File: src/rtl/core/rse_pkg.sv
// Shared constants, codes and control types for the RPN stack evaluator.
package rse_pkg;

  localparam int STACK_DEPTH = 64;
  localparam int ADDR_W = (STACK_DEPTH > 1) ? $clog2(STACK_DEPTH) : 1;
  localparam int CNT_W = $clog2(STACK_DEPTH + 1);

  localparam int DATA_W = 32;
  localparam int FRAC_W = 16;
  localparam int QUOT_W = DATA_W + FRAC_W;
  localparam int STEP_W = $clog2(QUOT_W);

  localparam logic [2:0] OP_PUSH = 3'd0;
  localparam logic [2:0] OP_ADD  = 3'd1;
  localparam logic [2:0] OP_SUB  = 3'd2;
  localparam logic [2:0] OP_MUL  = 3'd3;
  localparam logic [2:0] OP_DIV  = 3'd4;
  localparam logic [2:0] OP_END  = 3'd5;

  localparam logic [2:0] ST_OK      = 3'd0;
  localparam logic [2:0] ST_FULL    = 3'd1;
  localparam logic [2:0] ST_EMPTY   = 3'd2;
  localparam logic [2:0] ST_ZDIV    = 3'd3;
  localparam logic [2:0] ST_INVALID = 3'd4;
  localparam logic [2:0] ST_NONE    = 3'd5;

  typedef logic [1:0] rd_sel_t;
  localparam rd_sel_t RD_TOP    = 2'd0;
  localparam rd_sel_t RD_SECOND = 2'd1;
  localparam rd_sel_t RD_BOTTOM = 2'd2;

  typedef logic [1:0] wb_sel_t;
  localparam wb_sel_t WB_ADDSUB = 2'd0;
  localparam wb_sel_t WB_MUL    = 2'd1;
  localparam wb_sel_t WB_DIV    = 2'd2;

  typedef struct packed {
    logic    load_token;
    logic    push;
    rd_sel_t rd_sel;
    logic    latch_right;
    logic    latch_left;
    logic    latch_prod;
    logic    div_start;
    logic    set_empty;
    logic    set_zdiv;
    logic    write_back;
    wb_sel_t wb_sel;
    logic    report;
  } cmd_t;

  typedef struct packed {
    logic [2:0] op;
    logic       sticky_ok;
    logic       lt2;
    logic       right_zero;
    logic       div_done;
  } stat_t;

endpackage

File: src/rtl/core/rse_ctrl.sv
// Controller state machine that sequences each token through the datapath.
module rse_ctrl (
  input  logic           clk,
  input  logic           rst,
  input  logic           start,
  input  rse_pkg::stat_t stat,
  output rse_pkg::cmd_t  cmd,
  output logic           busy
);
  import rse_pkg::*;

  localparam logic [3:0] S_IDLE    = 4'd0;
  localparam logic [3:0] S_DECODE  = 4'd1;
  localparam logic [3:0] S_READ_L  = 4'd2;
  localparam logic [3:0] S_LOAD_L  = 4'd3;
  localparam logic [3:0] S_EXEC    = 4'd4;
  localparam logic [3:0] S_MUL_WB  = 4'd5;
  localparam logic [3:0] S_DIV_RUN = 4'd6;
  localparam logic [3:0] S_DIV_WB  = 4'd7;
  localparam logic [3:0] S_REPORT  = 4'd8;

  logic [3:0] state;
  logic [3:0] state_next;

  assign busy = (state != S_IDLE);

  always_comb begin
    cmd        = '0;
    state_next = state;
    unique case (state)
      S_IDLE: begin
        if (start) begin
          cmd.load_token = 1'b1;
          state_next     = S_DECODE;
        end
      end
      S_DECODE: begin
        state_next = S_REPORT;
        if (stat.op == OP_END) begin
          cmd.rd_sel = RD_BOTTOM;
        end else if (stat.sticky_ok) begin
          if (stat.op == OP_PUSH) begin
            cmd.push = 1'b1;
          end else if (stat.op inside {OP_ADD, OP_SUB, OP_MUL, OP_DIV}) begin
            if (stat.lt2) begin
              cmd.set_empty = 1'b1;
            end else begin
              cmd.rd_sel = RD_TOP;
              state_next = S_READ_L;
            end
          end
        end
      end
      S_READ_L: begin
        cmd.latch_right = 1'b1;
        cmd.rd_sel      = RD_SECOND;
        state_next      = S_LOAD_L;
      end
      S_LOAD_L: begin
        cmd.latch_left = 1'b1;
        state_next     = S_EXEC;
      end
      S_EXEC: begin
        case (stat.op)
          OP_MUL: begin
            cmd.latch_prod = 1'b1;
            state_next     = S_MUL_WB;
          end
          OP_DIV: begin
            if (stat.right_zero) begin
              cmd.set_zdiv = 1'b1;
              state_next   = S_REPORT;
            end else begin
              cmd.div_start = 1'b1;
              state_next    = S_DIV_RUN;
            end
          end
          default: begin
            cmd.write_back = 1'b1;
            cmd.wb_sel     = WB_ADDSUB;
            state_next     = S_REPORT;
          end
        endcase
      end
      S_MUL_WB: begin
        cmd.write_back = 1'b1;
        cmd.wb_sel     = WB_MUL;
        state_next     = S_REPORT;
      end
      S_DIV_RUN: begin
        if (stat.div_done) begin
          state_next = S_DIV_WB;
        end
      end
      S_DIV_WB: begin
        cmd.write_back = 1'b1;
        cmd.wb_sel     = WB_DIV;
        state_next     = S_REPORT;
      end
      S_REPORT: begin
        cmd.report = 1'b1;
        state_next = S_IDLE;
      end
      default: begin
        state_next = S_IDLE;
      end
    endcase
  end

  always_ff @(posedge clk) begin
    if (rst) begin
      state <= S_IDLE;
    end else begin
      state <= state_next;
    end
  end

endmodule

File: config.mk
export PLATFORM = sky130hd
export DESIGN_NAME = rse_ctrl
export DESIGN_NICKNAME = d
export VERILOG_FILES = /design/src/rtl/core/rse_pkg.sv /design/src/rtl/core/rse_ctrl.sv
export SDC_FILE = /design/constraint.sdc
export NUM_CORES = 1
export LEC_CHECK = 0
export BUFFER_PORTS_ARGS = -buffer_cell sky130_fd_sc_hd__buf_4
export CAP_MARGIN = 10
export CORE_AREA = 2 2 39 41
export DETAILED_ROUTE_END_ITERATION = 10
export DIE_AREA = 0 0 41 43
export GPL_ROUTABILITY_DRIVEN = 0
export PLACE_DENSITY = 0.66
export SYNTH_ARGS = -nofsm -noshare
export SYNTH_HDL_FRONTEND = slang
export SYNTH_SLANG_ARGS = --single-unit
File: constraint.sdc
create_clock -name clk -period 3.75 [get_ports clk]
set_input_delay 0.75 -clock clk [delete_from_list [all_inputs] [get_ports clk]]
set_output_delay 0.75 -clock clk [all_outputs]
set_load 0.1 [all_outputs]
---- Yosys cells after proc, flatten, opt, wreduce, memory -nomap -nowiden ----
Cells that the tools add are included.
cells by class
  equal/unequal tests ..................... 15
  mux-type cells .......................... 36
  reductions and logical operators ........ 7
operator list
  cell                                                                    count
  4-bit two-way mux                                                       8
  4-bit one-hot mux with 7 select lines                                   1
  1-bit two-way mux                                                       20
  4-bit by 3-bit equality test with 1-bit output (second input constant)  4
  3-bit one-hot mux with 3 select lines                                   1
  4-bit by 2-bit equality test with 1-bit output (second input constant)  2
  4-bit one-hot mux with 2 select lines                                   1
  4-bit nonzero test                                                      2
  3-bit by 2-bit equality test with 1-bit output (second input constant)  2
  3-bit equality test (second input constant)                             2
  3-bit two-way mux                                                       2
  4-bit by 1-bit equality test with 1-bit output (second input constant)  1
  4-bit equality test (second input constant)                             1
  4-bit logical NOT                                                       1
  2-bit two-way mux                                                       2
  2-bit != test (second input constant)                                   2
  2-bit one-hot mux with 2 select lines                                   1
  2-bit OR reduction                                                      2
  3-bit by 1-bit equality test with 1-bit output (second input constant)  1
  3-bit logical NOT                                                       1
  2-bit AND reduction                                                     1
storage, ports and cells
  register bits after elaboration ......... 4
  input port bits ......................... 10
  output and inout bits ................... 15
  word-level logic and storage cells ...... 59

---- Logic depth before layout (Yosys ltp) ----
Gate-level depths: netlist (run 1).
  word-level depth ........................ 7
  gate-level depth with buffers ........... 4
  gate-level depth less buffers ........... 3

---- Least setup slack after synthesis (run 1) ----
OpenSTA, ideal clock, no wires.
  path kind ............................... register to output
  from .................................... register state[3]
  to ...................................... output cmd[0] (netlist bit)
  arrival ................................. 3787 ps
  required time ........................... 3000 ps
  slack ................................... -787 ps
  stages on the path, launching flop included .. 3
  buffers on the path ..................... 1
  cell sequence ........................... dfxtp_1 clkbuf_1 nor4b_1
RTL lines
  what                      line             source
  start: declaration        rse_ctrl.sv:22   logic [3:0] state;
  start signal: assignment  rse_ctrl.sv:114  state <= state_next;
  end: declaration          rse_ctrl.sv:7    output rse_pkg::cmd_t cmd,

==> results of run 1 <==
logic make-up after synthesis:
| family | count (synthesis) | share of synthesized area |
|---|---|---|
| AO/OA/AOI/OAI | 9 | 0.154 |
| XOR/XNOR | 1 | 0.0204 |
| buffers and inverters | 8 | 0.0872 |
| flip-flops | 4 | 0.186 |
| multiplexers | 1 | 0.0262 |
| AND/OR/NAND/NOR | 31 | 0.526 |
worst max path at each step:
stage / from / endpoint / slack, ns / cells after the start
finish: state[2] / cmd[7] / 0.78 / 3
global route: state[2] / cmd[7] / 0.65 / 3
CTS: state[2] / cmd[7] / 0.78 / 3
detailed placement: state[2] / cmd[7] / 1.06 / 3
global placement: stat[5] / cmd[6] / 1.13 / 5
floorplan: state[1] / cmd[10] / -0.47 / 3
cell type report:
class                   instances  area share
multi-input cells              42       0.511
repair buffers                 24       0.277
flip-flops and latches          4       0.123
clock buffers                   3      0.0347
well taps                      16      0.0308
inverters                       4      0.0231
cell usage after synthesis, drive strengths merged, types with 2 or more instances:
master | number | area, sq um
buf | 2 | 15.0
and4b | 2 | 21.3
nor4 | 4 | 25.0
nand2 | 4 | 15.0
nor2 | 3 | 11.3
nor4b | 5 | 58.8
nor3 | 2 | 10.0
inv | 4 | 15.0
or4b | 2 | 20.0
nand3b | 3 | 22.5
clkbuf | 2 | 7.51
and3 | 2 | 13.8
dfxtp | 4 | 80.1
o21ai | 2 | 10.0
a31oi | 2 | 12.5
worst max-delay path, cell delays in order (launching register included):
cell	delay [ns]
sky130_fd_sc_hd__dfxtp_1	0.62
sky130_fd_sc_hd__nor4b_1	0.76
sky130_fd_sc_hd__and4b_1	0.32
sky130_fd_sc_hd__buf_4	0.29
per-layer routing:
metal  up-vias  global-route usage  wire [um]
met3         2              0.0471         60
met1       220               0.192        521
met2        19               0.184        513
met4         0              0.0600         14
met5         -                   0          0
li1        257                   -          -
stage by stage:
| step | instances | utilization | power [W] | instance area (sq um) | setup TNS, ns |
|---|---|---|---|---|---|
| floorplan | 54 | - | 0.0000872 | 449 | -0.947 |
| global placement | 90 | 0.453 | 0.000104 | 627 | 0 |
| detailed placement | 90 | 0.453 | 0.000104 | 627 | 0 |
| CTS | 93 | 0.469 | 0.000158 | 649 | 0 |
| global route | 93 | 0.469 | 0.000164 | 649 | 0 |
| finish | 93 | 0.469 | 0.000155 | 649 | 0 |
power by group:
| group | total, W | internal [W] | switching [W] |
|---|---|---|---|
| combinational | 0.0000548 | 0.0000189 | 0.0000359 |
| sequential | 0.0000489 | 0.0000441 | 0.00000472 |
| clock | 0.0000518 | 0.0000357 | 0.0000161 |
==> implementation parameters, run 1 <==
Parameter                              Value

Critical path
  Setup crit end kind ... output port
  Critical Path Source Type ... register
  Worst Path Max Fanout ... 13
  Required time of the worst setup path ... 3.00 ns
  Depth of the worst register-to-register path ... 3
  Worst Path Class, Setup ... reg -> out
  End of the worst register-to-register path ... state[1]
  Data arrival at the endpoint of the critical path ... 2.22 ns
  Source of the worst register-to-register timing path ... state[2]
  R2R setup slack ... 1.75 ns

Synth
  Share of the yosys chip area belonging to registers ... 0.186
  Most frequently used flop master after synthesis ... sky130_fd_sc_hd__dfxtp_1
  Number of synthesized flops with an enable pin ... 0
  Netlist cell types ... 31
  Total of warnings raised by yosys ... 0
  Synthesized Nets ... 64
  Synth Area per Inst ... 7.97 sq um
  FFs w/ async S/R, synth ... 0
  Instance count of the mapped netlist ... 54
  Synth Register Bits ... 4
  Synthesized cell area ... about 430 sq um

Die
  Top-Level Pins ... 25
  Initial standard-cell utilization of the core ... 0.311
  Row Count ... 14
  DIE WIDTH ... approximately 41 um
  Vertical die dimension ... 43 um
  Floorplan core area ... 1380 sq um
  Die outline area ... 1760 sq um

CTS
  Post-CTS Setup Bufs ... 0
  Quantity of hold-fixing buffers added after cts ... 0
  Clock tree buffer depth ... 2
  Clock insertion delay at the later pin of the skew report ... between 0.2 and 0.25 ns
  TritonCTS clock tree ... done
  Quantity of gates resized following cts ... 0
  Clock H-tree levels ... 1
  Clock tree root buffer cell ... sky130_fd_sc_hd__clkbuf_4
  Reg clk slew, reported paths ... 0.04 ns
  CTS sink count ... 4
  Num CTS Buffers ... 3

GRT
  Vias in the first global route ... 390
  Largest net degree at the start of global routing ... 14
  Total gr overflow ... 0
  First-pass GRT wire length ... 1680 um
  Initial antenna violation count ... 0
  GRT Total Usage ... 0.137

Power and ir drop
  Pwr Density ... 239 nW/um^2
  IR Drop Worst-Case VDD ... 0.0973 mV
  Leakage power of the design ... 0.278 nW

Final layout
  Largest registers in the final layout ... state (4)
  Commonest cells after routing, fill and taps aside ... sky130_fd_sc_hd__buf_4, sky130_fd_sc_hd__inv_1, sky130_fd_sc_hd__nand2_1, sky130_fd_sc_hd__dfxtp_1
  Layout overhead on the synthesized area ... 50.9%
  Layout cells sized above 1 ... 0.481
  Final-layout fill cell count ... 148
  Sequential Area ... 80.1 sq um
  Area of the multi-input gates ... around 330 sq um
  # nets final ... 89
  Max reg flops ... 4
  Ant. Diodes ... 0
  Register ranked first by flip-flop count ... state
  Commonest non-fill, non-tap cell in the layout ... sky130_fd_sc_hd__buf_4

STA
  Least-Margin Pin Slew ... roughly 0.85 ns
  Worst slew margin relative to its limit ... 0.424
  Upper clock frequency limit ... 0.336 GHz
  Final Hold Violating Endpoints ... 0
  Count of endpoints failing setup in the final report ... 0
  Max-slew violation count ... 0
  Unrepaired setup endpoints after global routing ... no
  Worst-case hold slack ... 0.704 ns
  Share of the clock period used by the worst path after layout ... 0.793
  Clock skew after layout ... approximately 0.0047 ns
  Min cycle time layout ... 2.97 ns
  Fin worst setup slack ... 0.777 ns

Worst hold path
  Worst hold endpoint ... state[1]
  Kind of path behind the tightest hold check ... reg -> reg
  Hold Crit Depth ... 1
  Startpoint of the lowest-slack hold path ... state[3]

Drt
  Count of vias placed by the detailed router ... 498
  First drt pass iteration count ... 4
  Violation count after the first detailed-route iteration ... 9
  Post-route DRC ... 0
  Routed via count divided by cell count ... roughly 5.4
  Detailed-route wire length ... roughly 1100 um
  Routed wire length per instance ... 11.9 um
  Final ANT Viol Nets ... 0

Placed design
  Count of buffers from port buffering ... 24
  Post-detail-place hpwl ... 823 um
  Post-place setup slack ... 1.06 ns

Run
  Max-cap violation count ... 0

Status
  Result of the run ... finished clean
Note: power is estimated with default switching activity, not from simulation.
==> inputs of run 2 (changes only) <==
Settings changed: ABC_AREA set to 1.
Clock period 3.75 ns to 2.87 ns, I/O delays scaled along.
==> run 2 against run 1 <==
  * Hold slack lost 0.17 ns
  * Worst setup slack got worse by 0.068 ns
  * Flip-flop and latch count is the same
  * Non-clock buffer count did not move
  * Critical path depth is 4 higher
  * First-iteration DRC count decreased by 78%
  * Routed wire length decreased by 14%
  * Largest cell class unchanged
==> implementation parameters, run 2 <==
Parameter                              Value

Synth
  Synth Register Bits ... 4 (unchanged)
  Total of warnings raised by yosys ... 0 (unchanged)
  Netlist cell types ... 15 (-52%)
  Most frequently used flop master after synthesis ... sky130_fd_sc_hd__dfxtp_1
  Synthesized Nets ... 84 (+31%)
  Instance count of the mapped netlist ... 74 (+37%)
  Number of synthesized flops with an enable pin ... 0 (unchanged)
  Proportion of netlist area held by the largest area contributor ... 0.189 (+0.00330)
  Cell taking the most area after synthesis ... sky130_fd_sc_hd__dfxtp_1
  Cell types occupying the most area after synthesis ... sky130_fd_sc_hd__dfxtp_1, sky130_fd_sc_hd__nand2_1, sky130_fd_sc_hd__nor2_1, sky130_fd_sc_hd__inv_1, sky130_fd_sc_hd__nand3_1
  Synthesized cell area ... 423 sq um (-1.7%)
  Most numerous cell in the Yosys netlist ... sky130_fd_sc_hd__nand2_1
  Cell types with the highest counts after synthesis ... sky130_fd_sc_hd__nand2_1, sky130_fd_sc_hd__nor2_1, sky130_fd_sc_hd__inv_1
  FFs w/ async S/R, synth ... 0 (unchanged)
  Share of the yosys chip area belonging to registers ... 0.189 (+0.00330)
  Synth Area per Inst ... 5.71 sq um (-28%)

CTS
  Clock H-tree levels ... 1 (unchanged)
  TritonCTS clock tree ... done
  Clock tree root buffer cell ... sky130_fd_sc_hd__clkbuf_4
  Quantity of hold-fixing buffers added after cts ... 0 (unchanged)
  Quantity of gates resized following cts ... 0 (unchanged)
  CTS sink count ... 4 (unchanged)
  Reg clk slew, reported paths ... 0.04 ns (about the same)
  Num CTS Buffers ... 3 (unchanged)
  Post-CTS Setup Bufs ... 0 (unchanged)
  Clock insertion delay at the later pin of the skew report ... 0.23 ns (about the same)
  Clock tree buffer depth ... 2 (unchanged)

Run
  Max-cap violation count ... 0 (unchanged)

STA
  Count of endpoints failing setup in the final report ... 0 (unchanged)
  Upper clock frequency limit ... 0.463 GHz
  Max-slew violation count ... 0 (unchanged)
  Least-Margin Pin Slew ... 0.280 ns (-0.573 ns)
  Unrepaired setup endpoints after global routing ... no
  Worst slew margin relative to its limit ... 0.815 (+0.391)
  Min cycle time layout ... 2.16 ns
  Final Hold Violating Endpoints ... 0 (unchanged)
  Share of the clock period used by the worst path after layout ... 0.753
  Clock skew after layout ... 0.00284 ns (-0.00187 ns)

Drt
  Final ANT Viol Nets ... 0 (unchanged)
  Detailed-route wire length ... 959 um (-14%)
  Post-route DRC ... 0 (unchanged)
  Violation count after the first detailed-route iteration ... 2 (-7)
  Count of vias placed by the detailed router ... 519 (+4.2%)
  First drt pass iteration count ... 3 (-1)
  Routed via count divided by cell count ... 4.44 (-17%)
  Routed wire length per instance ... 8.20 um (-31%)

Critical path
  Worst Path Max Fanout ... 4 (-9)
  Max incr delay on CP ... 0.29 ns (-0.47 ns)
  R2R setup slack ... 1.77 ns (+0.02 ns)
  Data arrival at the endpoint of the critical path ... 1.59 ns (-0.63 ns)
  Slowest cell on the critical path ... sky130_fd_sc_hd__buf_4
  Required time of the worst setup path ... 2.30 ns (-0.70 ns)
  Critical Path Source Type ... input pin
  List of cells traversed by the critical path ... buf_4 -> nor2_1 -> nand2_1 -> nand2_1 -> nand3_1 -> nor2_1 -> buf_4
  Worst Path Class, Setup ... in -> out
  Setup crit end kind ... output port

Die
  Die outline area ... 1760 sq um (unchanged)
  Top-Level Pins ... 25 (unchanged)
  Initial standard-cell utilization of the core ... 0.306 (-0.00542)
  Floorplan core area ... 1380 sq um (unchanged)
  DIE WIDTH ... 41 um (unchanged)
  Row Count ... 14 (unchanged)
  Vertical die dimension ... 43 um (unchanged)

Final layout
  Ant. Diodes ... 0 (unchanged)
  Register ranked first by flip-flop count ... state
  Final Cell Area ... 663 sq um (+2.1%)
  Max reg flops ... 4 (unchanged)
  Layout overhead on the synthesized area ... 56.8%
  # nets final ... 113 (+27%)
  Commonest non-fill, non-tap cell in the layout ... sky130_fd_sc_hd__buf_4
  Final-layout fill cell count ... 155 (+4.7%)
  Fraction of the core area covered by cells at the end of the flow ... 0.479 (+0.00995)
  Layout cells sized above 1 ... 0.465 (-0.0152)
  Commonest cells after routing, fill and taps aside ... sky130_fd_sc_hd__buf_4, sky130_fd_sc_hd__nand2_1, sky130_fd_sc_hd__nor2_1
  Largest registers in the final layout ... state (4)

Worst hold path
  Kind of path behind the tightest hold check ... in -> reg

Power and ir drop
  Leakage power of the design ... 0.358 nW (+28%)
  IR Drop Worst-Case VDD ... 0.147 mV (+51%)
  Pwr Density ... 376 nW/um^2 (+57%)

GRT
  Total gr overflow ... 0 (unchanged)
  Largest net degree at the start of global routing ... 6 (-8)
  Initial antenna violation count ... 0 (unchanged)
  First-pass GRT wire length ... 1610 um (-4.1%)
  GRT Total Usage ... 0.129 (-0.00876)
  Vias in the first global route ... 430 (+10%)

Status
  Result of the run ... finished clean

Placed design
  Post-detail-place hpwl ... 871 um (+5.9%)
  Dpl cell area ... 641 sq um (+2.2%)
  Count of buffers from port buffering ... 24 (unchanged)
[run 2: layer usage]
metal  up-vias  routed length, um  track usage
li1        286                  -            -
met1       218                413        0.164
met2        15                489        0.209
met3         0                 56       0.0209
met4         0                  0       0.0400
met5         -                  0            0
[run 2: path summary, 6_finish.rpt]
path                            depth (start not counted)        to     start
worst max-delay path                                    7    cmd[5]   stat[5]
worst max register to register                          7  state[3]  state[3]
worst min register to register                          4  state[3]  state[0]
worst min-delay path                                    2  state[2]       rst
[run 2: area by class of cell]
class	count	area (sq um)	area share
Tap cell	16	20.0	0.0302
Timing Repair Buffer	24	180	0.272
Clock buffer	3	22.5	0.0340
Inverter	14	52.6	0.0792
Multi-Input combinational cell	56	308	0.464
Sequential cell	4	80.1	0.121
[run 2: critical path, delay by kind of cell]
kind / cells / cell delay (ns)
AND/OR/NAND/NOR: 5 / 0.60
buffers and inverters: 2 / 0.41
[run 2: logic make-up after synthesis]
family                 Yosys count  synth area share
buffers and inverters           14             0.124
AND/OR/NAND/NOR                 51             0.609
flip-flops                       4             0.189
AO/OA/AOI/OAI                    5            0.0769
[run 2: report_power, final]
part | switching, W | internal [W] | leakage [nW]
registers | 0.00000470 | 0.0000593 | 0.0326
clock network | 0.0000190 | 0.0000465 | 0.0138
logic | 0.0000885 | 0.0000315 | 0.311
total | 0.000112 | 0.000137 | 0.358
[run 2: metrics by stage]
step                cells  power (W)  setup TNS, ns  hold WS [ns]  setup slack [ns]
global placement      114   0.000186              0         0.706             0.741
detailed placement    114   0.000186              0         0.704             0.704
finish                117   0.000249              0         0.529             0.709
floorplan              74   0.000157         -0.247         0.636            -0.247
global route          117   0.000267              0         0.525             0.564
CTS                   117   0.000254              0         0.523             0.704
==> inputs of run 3 (changes only) <==
Settings changed: ABC_AREA 1 to 0, PLACE_DENSITY 0.66 to 0.69.
Clock period 2.87 ns to 1.87 ns, I/O delays scaled along.
==> run 3 against run 2 <==
  * The run now ends with negative setup slack left
  * Via count up 13%
  * Die area did not move
  * Count of clock-buffer cells in the layout did not move
  * Flip-flop and latch count unchanged
  * Utilization up 27 points
  * Cell count decreased by 6.0%
  * Sequential share of layout area decreased by 3.4 points
  * Critical path depth shrank 3
  * Worst setup slack got worse by 0.74 ns
  * Highest routed layer unchanged
==> implementation parameters, run 3 (synthesis results as in run 1) <==
Parameter                              Value

Final layout
  Largest registers in the final layout ... state (4)
  # nets final ... 106 (-6.2%)
  Fraction of the core area covered by cells at the end of the flow ... 0.749 (+0.269)
  Ant. Diodes ... 0 (unchanged)
  Layout cells sized above 1 ... 0.734 (+0.269)
  Commonest cells after routing, fill and taps aside ... sky130_fd_sc_hd__buf_4, sky130_fd_sc_hd__buf_12, sky130_fd_sc_hd__buf_6
  Commonest non-fill, non-tap cell in the layout ... sky130_fd_sc_hd__buf_4
  Max reg flops ... 4 (unchanged)
  Count of placed standard cells in the final layout, fillers left out ... 110 (-6.0%)
  Layout overhead on the synthesized area ... 141%
  Register ranked first by flip-flop count ... state

GRT
  Busiest metal layer after global routing ... met2
  First-pass GRT wire length ... 2650 um (+64%)
  Met2 global-route usage ... 0.341 (+0.131)
  Global routing met1 resource utilization ... 0.279 (+0.115)
  Initial antenna violation count ... 0 (unchanged)
  Met3 demand-to-capacity share in global routing ... 0.0524 (+0.0314)
  Total gr overflow ... 0 (unchanged)
  Largest net degree at the start of global routing ... 11 (+5)
  Vias in the first global route ... 598 (+39%)
  GRT Total Usage ... 0.210 (+0.0811)

Die
  Initial standard-cell utilization of the core ... 0.311 (+0.00542)
  Die outline area ... 1760 sq um (unchanged)
  Row Count ... 14 (unchanged)
  Floorplan core area ... 1380 sq um (unchanged)
  Top-Level Pins ... 25 (unchanged)
  Vertical die dimension ... 43 um (unchanged)
  DIE WIDTH ... 41 um (unchanged)

Critical path
  Largest delay contributor family on the critical path ... simple AND/OR/NAND/NOR gates
  Slowest cell on the critical path ... sky130_fd_sc_hd__or4_4
  Worst Path Max Fanout ... 5 (+1)
  Max incr delay on CP ... 0.50 ns (+0.21 ns)
  Worst Path Class, Setup ... reg -> out
  List of cells traversed by the critical path ... buf_6 -> or4_4 -> nor2_4 -> buf_12
  Required time of the worst setup path ... 1.50 ns (-0.80 ns)
  Data arrival at the endpoint of the critical path ... 1.53 ns (-0.06 ns)
  Setup crit end kind ... output port
  Number of buffer and inverter stages on the critical path ... 2 (unchanged)
  Critical Path Source Type ... register

Drt
  Violation count after the first detailed-route iteration ... 2 (unchanged)
  Detailed-route wire length ... 1620 um (+68%)
  Routed via count divided by cell count ... 5.35 (+21%)
  Count of vias placed by the detailed router ... 589 (+13%)
  Final ANT Viol Nets ... 0 (unchanged)
  First drt pass iteration count ... 2 (-1)
  Routed wire length per instance ... 14.7 um (+79%)
  Post-route DRC ... 0 (unchanged)

STA
  Min cycle time layout ... 1.90 ns
  Clock skew after layout ... 0.000903 ns (-0.00193 ns)
  Least-Margin Pin Slew ... 0.462 ns (+0.182 ns)
  Share of the clock period used by the worst path after layout ... 1.02
  Worst slew margin relative to its limit ... 0.688 (-0.127)
  Final Hold Violating Endpoints ... 0 (unchanged)
  Max-slew violation count ... 0 (unchanged)
  Final sum of negative setup slack ... -0.0300 ns (-0.0300 ns)
  Fin worst setup slack ... -0.0300 ns (-0.739 ns)
  Upper clock frequency limit ... between 0.5 and 0.6 GHz
  Unrepaired setup endpoints after global routing ... yes
  Count of endpoints failing setup in the final report ... 1 (+1)

CTS
  Clock insertion delay at the later pin of the skew report ... 0.23 ns (about the same)
  CTS sink count ... 4 (unchanged)
  Clock H-tree levels ... 1 (unchanged)
  Quantity of hold-fixing buffers added after cts ... 0 (unchanged)
  TritonCTS clock tree ... done
  Clock tree buffer depth ... 2 (unchanged)
  Clock tree root buffer cell ... sky130_fd_sc_hd__clkbuf_4
  Num CTS Buffers ... 3 (unchanged)
  Reg clk slew, reported paths ... 0.04 ns (about the same)

Placed design
  Post-detail-place hpwl ... 1080 um (+24%)
  DP Cell Count ... 102 (-11%)
  Post-place setup slack ... 0.0393 ns (-0.664 ns)
  Count of buffers from port buffering ... 24 (unchanged)

Worst hold path
  Kind of path behind the tightest hold check ... in -> reg

Power and ir drop
  IR Drop Worst-Case VDD ... 0.277 mV (+89%)
  Leakage power of the design ... 0.402 nW (+12%)
  Pwr Density ... 347 nW/um^2 (-7.9%)

Status
  Result of the run ... finished with violations
  Failing checks ... negative setup slack

Run
  Max-cap violation count ... 0 (unchanged)
run 3: layer usage:
metal | up-vias | wire, um
met1 | 282 | 658
li1 | 290 | -
met3 | 0 | 72
met4 | 0 | 0
met5 | - | 0
met2 | 17 | 884
run 3: final timing paths:
kind	to	slack, ns	depth (start not counted)	start
max	cmd[13]	-0.03	4	state[3]
min	state[1]	0.33	2	rst
max reg2reg	state[1]	0.11	4	state[3]
min reg2reg	state[1]	0.55	2	state[3]
run 3: metrics by stage:
stage,hold slack [ns],area (sq um),total power [W]
3_5_place_dp,0.519,820,0.000236
6_report,0.333,1040,0.000359
3_3_place_gp,0.510,820,0.000235
4_1_cts,0.330,983,0.000357
2_1_floorplan,0.443,561,0.000189
5_1_grt,0.328,1040,0.000377
run 3: cell type report:
| class | count | area [sq um] |
|---|---|---|
| fillers | 107 | 348 |
| well taps | 16 | 20.0 |
| inverters | 4 | 18.8 |
| clock buffers | 3 | 22.5 |
| repair buffers | 41 | 445 |
| multi-input cells | 42 | 439 |
| flip-flops and latches | 4 | 90.1 |
run 3: repair_timing:
item | in CTS | in global routing
setup endpoints to repair | 13 | 13
buffers inserted | 4 | 1
pin swaps | 6 | 1
cloned | 0 | 0
gates resized for setup | 30 | 12
run 3: power breakdown:
group	switching (W)	internal, W
Combinational	0.0000942	0.0000641
Sequential	0.00000440	0.0000868
Clock	0.0000375	0.0000720
